--- src/rtl/kfmr_pkg.sv ---
// Package for the keyed FIFO match-and-remove table.
// Holds sizing constants, operation codes and the record types.
// Used by every module of the block except the generic RAM.
package kfmr_pkg;

  // Table depth and derived widths
  localparam int ENTRIES = 64;
  localparam int IDX_W   = (ENTRIES > 1) ? $clog2(ENTRIES) : 1;
  localparam int CNT_W   = $clog2(ENTRIES + 1);
  localparam int OCC_W   = 7;

  // Field widths
  localparam int KEY_W   = 64;
  localparam int STAMP_W = 64;
  localparam int USER_W  = 32;
  localparam int PROC_W  = 23;

  // Operation codes
  localparam logic OP_APPEND = 1'b0;
  localparam logic OP_FIND   = 1'b1;

  typedef struct packed {
    logic [KEY_W-1:0] first;
    logic [KEY_W-1:0] second;
    logic [KEY_W-1:0] third;
  } key_t;

  typedef struct packed {
    key_t               key;
    logic [STAMP_W-1:0] stamp;
    logic [USER_W-1:0]  user;
    logic [PROC_W-1:0]  proc_id;
  } rec_t;

  localparam int REC_W = $bits(rec_t);

endpackage

--- src/rtl/kfmr_match.sv ---
// Key compare unit: checks one stored record against the search key.
// Depends on kfmr_pkg for the key and record types.
module kfmr_match import kfmr_pkg::*; (
  input  rec_t entry_i,
  input  key_t key_i,
  output logic hit_o
);

  // Match only when all three key words agree
  assign hit_o = (entry_i.key.first  == key_i.first)  &&
                 (entry_i.key.second == key_i.second) &&
                 (entry_i.key.third  == key_i.third);

endmodule

--- config.mk ---
export PLATFORM = sky130hd
export DESIGN_NAME = kfmr_match
export DESIGN_NICKNAME = d
export VERILOG_FILES = /design/src/rtl/kfmr_pkg.sv /design/src/rtl/kfmr_match.sv
export SDC_FILE = /design/constraint.sdc
export NUM_CORES = 1
export LEC_CHECK = 0
export ABC_AREA = 0
export BUFFER_PORTS_ARGS = -buffer_cell sky130_fd_sc_hd__buf_2
export CORE_AREA = 8 8 190 192
export DETAILED_ROUTE_END_ITERATION = 10
export DIE_AREA = 0 0 198 200
export SLEW_MARGIN = 20
export SYNTH_ARGS = -nofsm -noshare
export SYNTH_HDL_FRONTEND = slang
export SYNTH_SLANG_ARGS = --single-unit
--- constraint.sdc ---
create_clock -name vclk -period 2.88
set_clock_uncertainty 0.1 [all_clocks]
set_input_delay 0.432 -clock vclk [all_inputs]
set_output_delay 0.432 -clock vclk [all_outputs]
set_load 0.02 [all_outputs]
* Yosys cells after proc, flatten, opt, wreduce, memory -nomap -nowiden *
Cells that the tools add are included.

cells by class
  eq/ne operators = 3
  reduce and logical (&&, ||, !) cells = 2

operators by type and width
  operator              number
  64-bit equality test  3
  1-bit logical AND     2

storage, ports and cells
  word-level logic and storage cells = 5
  bits of input ports = 503
  output and inout port bits = 1
  flip-flop bits (word level) = 0

* Depth between registers and ports, before layout *
  depth after elaboration = 3
  gate-level depth with buffers = 5
  mapped depth without buffers = 5

* Worst setup path before layout *
Ideal clock, no wire load.

  kind = input -> output
  from = in key_i[11] in the netlist's numbering
  to = out hit_o
  cell stages on the path = 5
  arrival time = 1.883 ns
  buffers on the path = 0
  data required time = 2.348 ns
  path slack = 0.465 ns
  cell sequence = xor2_1 nor4_1 nand4_1 or4_1 nor4_2

between the ends
  word-level cells in the longest chain between the ends = 2

RTL lines
  item                  line              RTL
  start, declared       kfmr_match.sv:5   input key_t key_i,
  64-bit equality test  kfmr_match.sv:12  (entry_i.key.third == key_i.third);
  1-bit logical AND     kfmr_match.sv:11  (entry_i.key.second == key_i.second) &&
  end, declared         kfmr_match.sv:6   output logic hit_o

Every way passes these cells.

* Worst setup path in the final report *
Same ends and word-level chain as after synthesis.

==> results.ini <==
[die]
die-width_um=198
core-area_um2=33110
rows=67
die_area_um2=39600
pin_count=504
die_h_um=200
start_util_pct=6.314

[sta]
holdWs_ns=1.452
slew_viol_final=0
fin_crit_ns=2.772
worst_slew_pin_slew_ns=0.3857
max_freq_mhz=360.8
relSlewSlack_pct=74.05
final_hold_viol_count=0
rsz0062_at_grt=yes
period_share_pct=96.24
finalSetupViolations=0

[logic_synthesis]
synth-compound-area-share_pct=0.8378
netlist_instances=257
yosys.area.top_type=xnor2_1
yosys_warnings=0
synth_top_area_share_pct=66.61
synthAdderAreaFrac_pct=0
syn_nets=760
synth.top_cells.by_area=xnor2_1 67%, nand4_1 13%, xor2_1 13%
synth_xor_area_share_pct=79.59
synth_top_family_by_area=XOR/XNOR gates
synth.area.mux_share_pct=0
ys_seq_area_share_pct=0
yosysMostFrequentCell=xnor2_1
synth-simple-area-share_pct=19.21
synth_cell_types=9
avgSynthCellArea_um2=8.135
syn_area_um2=2091
synthTopCellsByCount=159 x xnor2_1, 44 x nand4_1, 31 x xor2_1, 17 x nor4_1, 2 x inv_1

[drt]
firstDrtPassIters=4
via_count=3387
routed_wl_um=14380
drt_iter0_markers=41
postRouteAntennaNets=0
vias_per_cell=3.074
route.detailed.drc=0
post_drt_wl_per_cell_um=13.05

[worst_setup_path]
path_max_fanout=1
crit_family=simple AND/OR/NAND/NOR gates
cp-end-kind=output pin
cp.arrival_ns=2.24
crit_type=primary input to output pin
cp_num_buf_inv=3
critPathMaxStageDelay_ns=0.53
critPathLaunchType=primary input
cpMaxStageDelayCell=or4_4
crit_path_cell_trace=buf_2 > xor2_1 > nor4_1 > nand4_1 > or4_4 > nor4_2 > buf_4 > buf_6
required_ns=2.35

[placement]
globalplace.congestion=0.9307
dpl.cell_count=1100
hpwl_um=13960
numPortBuffers=385

[pwr]
max-vdd-ir-drop_v=0.00004062
p_per_area_nw_per_um2=128.4
leakage_nw=2.078

[cells_and_area]
regArea_um2=0
drive_above_1_share_pct=61.20
nNetsFinal=1157
area_delta_synth_final_pct=124.5
design.seq.count=0
clkbuf_count=0
fill_cells=3763
finalNonFillerCells=1102

[global_routing]
gr-usage-met3_pct=2.096
grt_antenna_before_repair=3
grt_pass1_wl_um=19510
met1_usage_pct=5.727
use_met2_pct=13.05
grt_max_degree=3
overflow=0
grt-busiest-layer=met2
grt_use_total_pct=6.311
grt_pass1_vias=3968

[outcome]
status=complete, no violations

[clock_network]
cts.hold.buffers_added=0
post_cts_buffers=0

[flow_run]
drv_cap=0

[hold_path]
hold_class=primary input to output pin

## metrics by stage
step | setup TNS, ns | area [µm²] | total power, mW | setup slack (ns) | utilization, %
after floorplan | 0 | 2091 | 0.2439 | 0.4651 | -
after global placement | -0.2794 | 4653 | 0.5990 | -0.2794 | 14.05
after detailed placement | -0.2718 | 4653 | 0.6065 | -0.2718 | 14.05
after CTS | -0.1101 | 4688 | 0.6149 | -0.1101 | 14.16
after global routing | -0.1039 | 4693 | 0.6613 | -0.1039 | 14.17
final | 0 | 4693 | 0.6028 | 0.1082 | 14.17
## cells in the final DEF (no fill, tap or decap)
cell type	netlist	final
nor4_1	17	16
xor2_1	31	31
buf_2	0	382
xnor2_1	159	159
nor4_2	1	2
diode_2	0	2
o221ai_1	1	1
nand4_1	44	44
inv_1	2	2
buf_6	0	3
or4_4	0	1
buf_4	0	10
a221oi_2	0	1
## report_power, final
part	internal [mW]	switching, mW	leakage (nW)
logic	0.368	0.234	2.08
clock network	0.0000000931	0	0.0000127
registers	0	0	0
total	0.368	0.234	2.08
## cell type report
| type | instances | area, µm² | area share [%] |
|---|---|---|---|
| Inverter | 2 | 7.507 | 0.1600 |
| Timing Repair Buffer | 395 | 2021 | 43.06 |
| Antenna cell | 2 | 5.005 | 0.1066 |
| Multi-Input combinational cell | 255 | 2100 | 44.73 |
| Tap cell | 448 | 560.5 | 11.94 |
## kinds of logic after synthesis
group / after synthesis
and+or+nand+nor: 63
AOI/OAI and AO/OA: 2
xor gates and xnor gates: 190
buffers and inverters: 2
## routing by layer
layer	up-vias	share of wire, %	wire, µm
met5	-	0	0
met4	0	2.5	364
met3	14	13	1890
met2	303	52	7448
met1	1375	33	4673
li1	1695	-	-
## tightest hold or removal path: cells and delay by family
family,cells,cell delay (ns)
xor+xnor,1,0.05
simple gates,3,0.29
buf+inv,3,0.34
## path summary, 6_finish.rpt
check,startpoint,end,slack [ns],cells after the start
setup / recovery,key_i[11],hit_o,0.11,8
hold / removal,entry_i[219],hit_o,1.45,7
## repair_timing
item | in CTS | in global routing
pin swaps | 4 | 2
resized for setup | 7 | 0
setup endpoints to repair | 1 | 1
(Power assumes the default switching activity.)
