[src/rtl/kfmr_ram.sv]
// Generic single-write, single-read RAM with registered read data.
// No dependencies; contents are undefined until written.
module kfmr_ram #(
  parameter int WIDTH = 8,
  parameter int DEPTH = 16,
  parameter int AW    = (DEPTH > 1) ? $clog2(DEPTH) : 1
) (
  input  logic             clk_i,
  input  logic             we_i,
  input  logic [AW-1:0]    waddr_i,
  input  logic [WIDTH-1:0] wdata_i,
  input  logic [AW-1:0]    raddr_i,
  output logic [WIDTH-1:0] rdata_o
);

  logic [WIDTH-1:0] mem [DEPTH];
  logic [WIDTH-1:0] rdata_q;

  // Write port and registered read port
  always_ff @(posedge clk_i) begin
    if (we_i) begin
      mem[waddr_i] <= wdata_i;
    end
    rdata_q <= mem[raddr_i];
  end

  assign rdata_o = rdata_q;

endmodule

[config.mk]
export PLATFORM = sky130hd
export DESIGN_NAME = kfmr_ram
export DESIGN_NICKNAME = d
export VERILOG_FILES = /design/src/rtl/kfmr_ram.sv
export SDC_FILE = /design/constraint.sdc
export NUM_CORES = 1
export LEC_CHECK = 0
export BUFFER_PORTS_ARGS = -buffer_cell sky130_fd_sc_hd__buf_2
export CORE_MARGIN = 10
export CORE_UTILIZATION = 29
export CTS_CLUSTER_SIZE = 20
export DETAILED_ROUTE_END_ITERATION = 8
export PLACE_DENSITY = 0.49
export REMOVE_ABC_BUFFERS = 1
export SYNTH_ARGS = -nofsm -noshare
export SYNTH_HDL_FRONTEND = slang
export SYNTH_SLANG_ARGS = --single-unit
[constraint.sdc]
create_clock -name clk_i -period 1.9 [get_ports clk_i]
set_clock_uncertainty 0.05 [all_clocks]
set_input_delay 0.38 -clock clk_i [delete_from_list [all_inputs] [get_ports clk_i]]
set_output_delay 0.38 -clock clk_i [all_outputs]
set_load 0.03 [all_outputs]
### Yosys cells after proc, flatten, opt, wreduce, memory -nomap -nowiden

Memory sizes are Yosys's and may differ from the RTL's. A register that Yosys moved wholly into a read port is not among the register bits.
Index checks and enable logic that the tools add are counted.

* muxes and demuxes: 2

Operators with widths (count)
* 1-bit two-way mux: 2

* output and inout port bits: 8
* word-level logic and storage cells: 3
* memories kept: 1
* bits of input ports: 18
* bits in registers: 0
* RAM bits: 128

Memory list
* mem: depth 16, width 8, rd ports 1, clocked after Yosys merged registers in 1, write ports 1, RTL line 16 `logic [WIDTH-1:0] mem [DEPTH];`

### Longest topological paths before layout

Gate-level depths: netlist (run 1).

* depth after elaboration: 2
* mapped depth: 5
* gate-level depth less buffers: 3

### Worst setup path before layout (run 1)

No wires, ideal clock.

* path type: input to register
* start point: input port waddr_i[2]
* end point: memory mem[0][0] (enable)
* path buffers: 0
* setup time: 0.383 ns
* arrival: 1.490 ns
* setup slack: -0.023 ns
* cell stages on the path: 2
* data required time: 1.467 ns
* cells stage by stage: or3b_2 > nor3_1

RTL lines
* from (decl): RTL line 10 `input logic [AW-1:0] waddr_i,`
* to (decl): RTL line 16

Straight into the memory's write port.

### Worst setup path after layout (run 1)

* start point: register rdata_q[6], in the netlist rdata_o[6], read port of mem
* end point: output port rdata_o[6]

RTL lines
* from (decl): RTL line 17 `logic [WIDTH-1:0] rdata_q;`
* to (decl): RTL line 13 `output logic [WIDTH-1:0] rdata_o`

No word-level cell between the ends.

==> results of run 1 <==
-- metrics by stage --
step,cells,total power [mW],hold WS [ns],cell area [sq um]
after floorplan,219,3.61,0.429,5060
after global placement,490,3.80,0.614,5660
after detailed placement,490,3.81,0.605,5660
after CTS,522,7.12,0.279,6260
after global routing,522,7.27,0.294,6260
final,522,7.04,0.294,6260
-- cell usage after synthesis, drive strengths merged --
cell	number	area, sq um
nand3b	2	15.0
edfxtp	128	3840
nor2b	1	6.26
nand2	9	33.8
clkdlybuf4s25	3	30.0
mux4	32	773
nor2	13	48.8
and2b	1	7.51
nand2b	2	12.5
nor3	4	20.0
a22oi	16	120
or3b	1	8.76
and2	1	6.26
buf	7	56.3
nand3	1	5.00
dfxtp	8	160
-- per-layer routing --
metal | routed length [um] | track usage
met1 | 4930 | 0.121
met2 | 5120 | 0.141
met3 | 491 | 0.0331
met4 | 219 | 0.0463
met5 | 7 | 0
-- area by class of cell --
type / instances / area share
timing repair buffer: 46 / 0.0512
clock buffer: 22 / 0.0710
clock inverter: 10 / 0.0242
multi-input combinational: 83 / 0.169
sequential: 136 / 0.640
tap: 225 / 0.0450
-- worst paths after layout --
kind | start | end | slack (ns) | cells past startpoint
worst max-delay path | rdata_o[6]$_DFF_P_ | rdata_o[6] | 0.42 | 1
worst min-delay path | wdata_i[1] | mem[1][1]$_DFFE_PP_ | 0.29 | 1
worst max register to register | mem[1][0]$_DFFE_PP_ | rdata_o[0]$_DFF_P_ | 0.49 | 3
worst min register to register | mem[12][0]$_DFFE_PP_ | rdata_o[0]$_DFF_P_ | 0.62 | 3
-- power groups by stage --
| stage | clock, mW | combinational [mW] | sequential [mW] |
|---|---|---|---|
| after floorplan | 0 | 0.134 | 3.47 |
| after global placement | 0 | 0.361 | 3.44 |
| after detailed placement | 0 | 0.365 | 3.44 |
| after CTS | 3.38 | 0.365 | 3.38 |
| after global routing | 3.50 | 0.386 | 3.39 |
| final | 3.31 | 0.354 | 3.38 |
-- sequential cells by signal, summed over array words and instances (netlist names) --
name,cells
mem,128
rdata_o,8
-- kinds of logic after synthesis --
group,count (synthesis),share of synthesized area
flip-flops,136,0.778
AND/OR/NAND/NOR,35,0.0318
AO/OA/AOI/OAI,16,0.0233
multiplexers,32,0.150
buffers and inverters,10,0.0168
==> results.md, run 1 <==
* Final hold vios at 0
* Slew headroom at 0.438
* Die Span X at 153 um
* Setup TNS at 0 ns
* Critical-path cell list: buf_2
* Std cell rows at 48
* Net switching power at 1.37 mW
* Hold-fix buffers, CTS at 0
* CTS sink cnt at 136
* Vias in the first global route at 2523
* Highest Clock Rate at 0.674 GHz
* Crit path kind: reg2out
* Startpoint Class: register
* Synth warnings at 0
* Final nets at between 300 and 400
* Commonest cells after routing, fill and taps aside: edfxtp_1 (128), buf_2 (25), mux4_2 (18), buf_4 (18), clkbuf_16 (17)
* Final WL at approximately 11000 um
* CP top delay family: flip-flops
* Via count at 2404
* Clock Tree Buf Depth at 2
* Crit path DAT at 1.05 ns
* DRT antenna net count at 0
* DRC viols at 0
* Worst Path Required at 1.47 ns
* Clock slew at reported path FFs at approximately 0.06 ns
* Drt wl/cell at 20.6 um
* Lkg Pwr at 2.11 nW
* IO Pins at 26
* Die height at 153 um
* Cell Area, Synth at 0.00515 sq mm
* Initial antenna violation count at 1
* Worst min path class: in2reg
* Drt pass-1 iters at 4
* Die ar. at 0.0235 sq mm
* Worst setup EP type: primary output
* Synth-to-Final Area Change at 21.6%
* Status: finished, final reports clean
* RSZ-0062 raised after global routing: no
* Final Util at 0.361
* Max incr delay on CP at roughly 0.40 ns
* Vias per cell at 4.61
* Antenna cells at 0
* Power per standard cell area at 1130 mW/mm^2
* Pre-CTS setup slack at 0.0333 ns
* Worst-Margin Slew at 0.842 ns
* Largest net degree at the start of global routing at 24
* # setup viols final at 0
* Post-synthesis sequential area ratio at 0.778
* Root buf cell: clkbuf_16
* Overall Global Routing Usage at 0.0949
* Logic pwr share at 0.050
* Syn avg cell area at 22.5 sq um
* IO buf count at 25
* Final setup margin at 0.416 ns
* Crit path buffers/inverters at 1
* Iteration-0 DRC count of the detailed router at 153
* CTS Buf Count at 17
* Peak supply drop at 0.627 mV
* Worst skew pair latency at roughly 0.41 ns
* Crit path max fanout at 1
* Seq pwr share at 0.480
* Min cycle time layout at between 1 and 1.5 ns
* CTS tree: built
* Cell-internal power at 5.67 mW
* Core area at around 0.017 sq mm
* Register area at 0.00400 sq mm
* Fillers at 1590
* Postcts setup bufs at 0
* Initial Util at 0.297
* Synthesized instance count at 229
* Post-DP HPWL at a little under 7000 um
* Unique masters post-synth at 19
* Global route overflow at 0
* Slowest cell on crit path: dfxtp_1
* Max cap viols at 0
* Most common cell after layout, fill and taps aside: edfxtp_1
* Max-slew violations at 0
* Flops & latches, synth at 136
* Layout cells sized above 1 at 0.306
* Multi-input logic area at between 0.001 and 0.0015 sq mm
* GPL Wtd Cong at 0.685
* Global-route wire length before repair at roughly 16000 um
* Period utilization at 0.781
* Post_cts resized at 0
* Clock network fraction of design power at 0.470
* Max H-tree Level at 4
* Switching Fraction at 0.194
Note: power is estimated with default switching activity, not from simulation.
==> inputs of run 2 (changes only) <==
==> constraint.sdc (replaced) <==
create_clock -name clk_i -period 1.2 [get_ports clk_i]
set_clock_uncertainty 0.05 [all_clocks]
set_input_delay 0.24 -clock clk_i [delete_from_list [all_inputs] [get_ports clk_i]]
set_output_delay 0.24 -clock clk_i [all_outputs]
set_load 0.03 [all_outputs]
==> results.md, run 2 (synthesized netlist as in run 1, its figures left out) <==
* Overall Global Routing Usage at 0.0982
* Max-slew violations at 0
* Startpoint Class: register
* Crit path DAT at between 1.5 and 2 ns
* Vias per cell at 4.60
* Final setup margin at -0.206 ns
* Synth-to-Final Area Change at 26.4%
* IO Pins at 26
* R2R Setup Slk at -0.21 ns
* Min cycle time layout at 1.41 ns
* Root buf cell: clkbuf_16
* Final WL at 11100 um
* Worst hold stages at 1
* Global route overflow at 0
* Std cell rows at 48
* Max H-tree Level at 4
* Die height at between 150 and 200 um
* Via count at about 2500
* Commonest cells after routing, fill and taps aside: edfxtp_1 (128), buf_4 (38), mux4_2 (20)
* Hold path endpoint: mem[4][5]$_DFFE_PP_
* IO buf count at 25
* Slew headroom at 0.438
* Most common cell after layout, fill and taps aside: edfxtp_1
* Multi-input logic area at 0.00107 sq mm
* Crit path max fanout at 1
* DRC viols at 0
* Status: finished, violations left
* Peak supply drop at 0.858 mV
* Clock network fraction of design power at 0.477
* CTS sink cnt at about 140
* Reg2Reg Depth at 4
* Initial Util at 0.297
* RSZ-0062 raised after global routing: yes
* Design area at 0.00651 sq mm
* Seq pwr share at 0.466
* Largest register FFs at 128
* Layout cells sized above 1 at 0.392
* Crit path kind: reg2reg
* Largest register by flop count: mem
* CTS Buf Count at 17
* Period utilization at 1.17
* Worst setup EP type: register
* Max cap viols at 0
* Worst skew pair latency at 0.40 ns
* Clock slew at reported path FFs at 0.06 ns
* Worst-Margin Slew at 0.841 ns
* Cell-internal power at between 9 and 10 mW
* CTS tree: built
* Logic pwr share at 0.058
* Postcts setup bufs at 0
* Failing checks: setup timing
* HP Start: wdata_i[5]
* Min Hold Slack at 0.168 ns
* Final nets at 321
* Fillers at 1556
* Worst Path Required at 1.44 ns
* Lkg Pwr at 2.22 nW
* Setup TNS at -1.17 ns
* Die ar. at 0.0235 sq mm
* Register area at 0.00401 sq mm
* Largest net degree at the start of global routing at 20
* Switching Fraction at 0.194
* Drt wl/cell at 20.5 um
* R2r startpoint: mem[10][0]$_DFFE_PP_
* Post-DP HPWL at 7330 um
* Vias in the first global route at about 2600
* Iteration-0 DRC count of the detailed router at 174
* GPL Wtd Cong at approximately 0.7
* Drt pass-1 iters at 4
* DRT antenna net count at 0
* Highest Clock Rate at 0.711 GHz
* Core area at 0.0174 sq mm
* Die Span X at around 150 um
* Power Total at 11.5 mW
* Global-route wire length before repair at 17000 um
* # setup viols final at 8
* Placed instance area at 0.00581 sq mm
* Net switching power at 2.23 mW
* Worst min path class: in2reg
* Power per standard cell area at 1770 mW/mm^2
* Final hold vios at 0
* Antenna cells at 0
* Initial antenna violation count at 1
* Clock Tree Buf Depth at 2
* Reg2reg end: rdata_o[0]$_DFF_P_
run 2: changes by cell type in the layout (fill, tap and decap cells not counted), moves of 5 or more:
cell,previous run,this run
clkbuf_1,5,0
dfxtp_2,0,6
buf_2,25,17
buf_6,0,7
buf_4,18,38
dfxtp_1,8,2
run 2: critical path: stages, from the launching register on:
cell and delay (ns):
edfxtp_1 0.37, mux4_2 0.49, a22oi_2 0.20, buf_4 0.15, nand2_2 0.04
run 2: worst max path at each step:
| stage | start | endpoint | cells after the start |
|---|---|---|---|
| after floorplan | waddr_i[2] | mem[0][0]$_DFFE_PP_ | 2 |
| after global placement | raddr_i[0] | rdata_o[5]$_DFF_P_ | 6 |
| after detailed placement | raddr_i[0] | rdata_o[5]$_DFF_P_ | 6 |
| after CTS | mem[10][0]$_DFFE_PP_ | rdata_o[0]$_DFF_P_ | 4 |
| after global routing | mem[10][0]$_DFFE_PP_ | rdata_o[0]$_DFF_P_ | 4 |
| final | mem[10][0]$_DFFE_PP_ | rdata_o[0]$_DFF_P_ | 4 |
run 2: area by class of cell:
class / count / share of cell area
tap: 225 / 0.0433
sequential: 136 / 0.616
clock inverter: 15 / 0.0317
timing repair buffer: 65 / 0.0782
multi-input combinational: 83 / 0.165
clock buffer: 17 / 0.0654
run 2: per-stage QoR:
step                setup WS, ns  std cells  utilization
global placement          -0.626        509        0.334
global route              -0.283        541        0.375
finish                    -0.206        541        0.375
floorplan                 -0.583        219            -
CTS                       -0.229        541        0.375
detailed placement        -0.635        509        0.334
run 2: timing repair:
| item | 4_1_cts | 5_1_grt |
|---|---|---|
| pin swaps | 5 | 0 |
| gates resized for setup | 26 | 3 |
| hold buffers | 0 | 0 |
| endpoints found under the setup margin | 16 | 17 |
run 2: power by group through the flow:
stage | clock (mW) | combinational [mW] | sequential [mW]
global route | 5.82 | 0.718 | 5.37
detailed placement | 0 | 0.632 | 5.45
floorplan | 0 | 0.213 | 5.50
CTS | 5.59 | 0.678 | 5.36
finish | 5.49 | 0.663 | 5.36
global placement | 0 | 0.622 | 5.44
run 2: routing by layer:
| metal | global-route usage | vias up | share of wire |
|---|---|---|---|
| met5 | 0 | - | 0.00063 |
| met4 | 0.0341 | 2 | 0.0094 |
| met3 | 0.0370 | 9 | 0.052 |
| met2 | 0.143 | 63 | 0.46 |
| met1 | 0.130 | 1291 | 0.48 |
| li1 | - | 1121 | - |
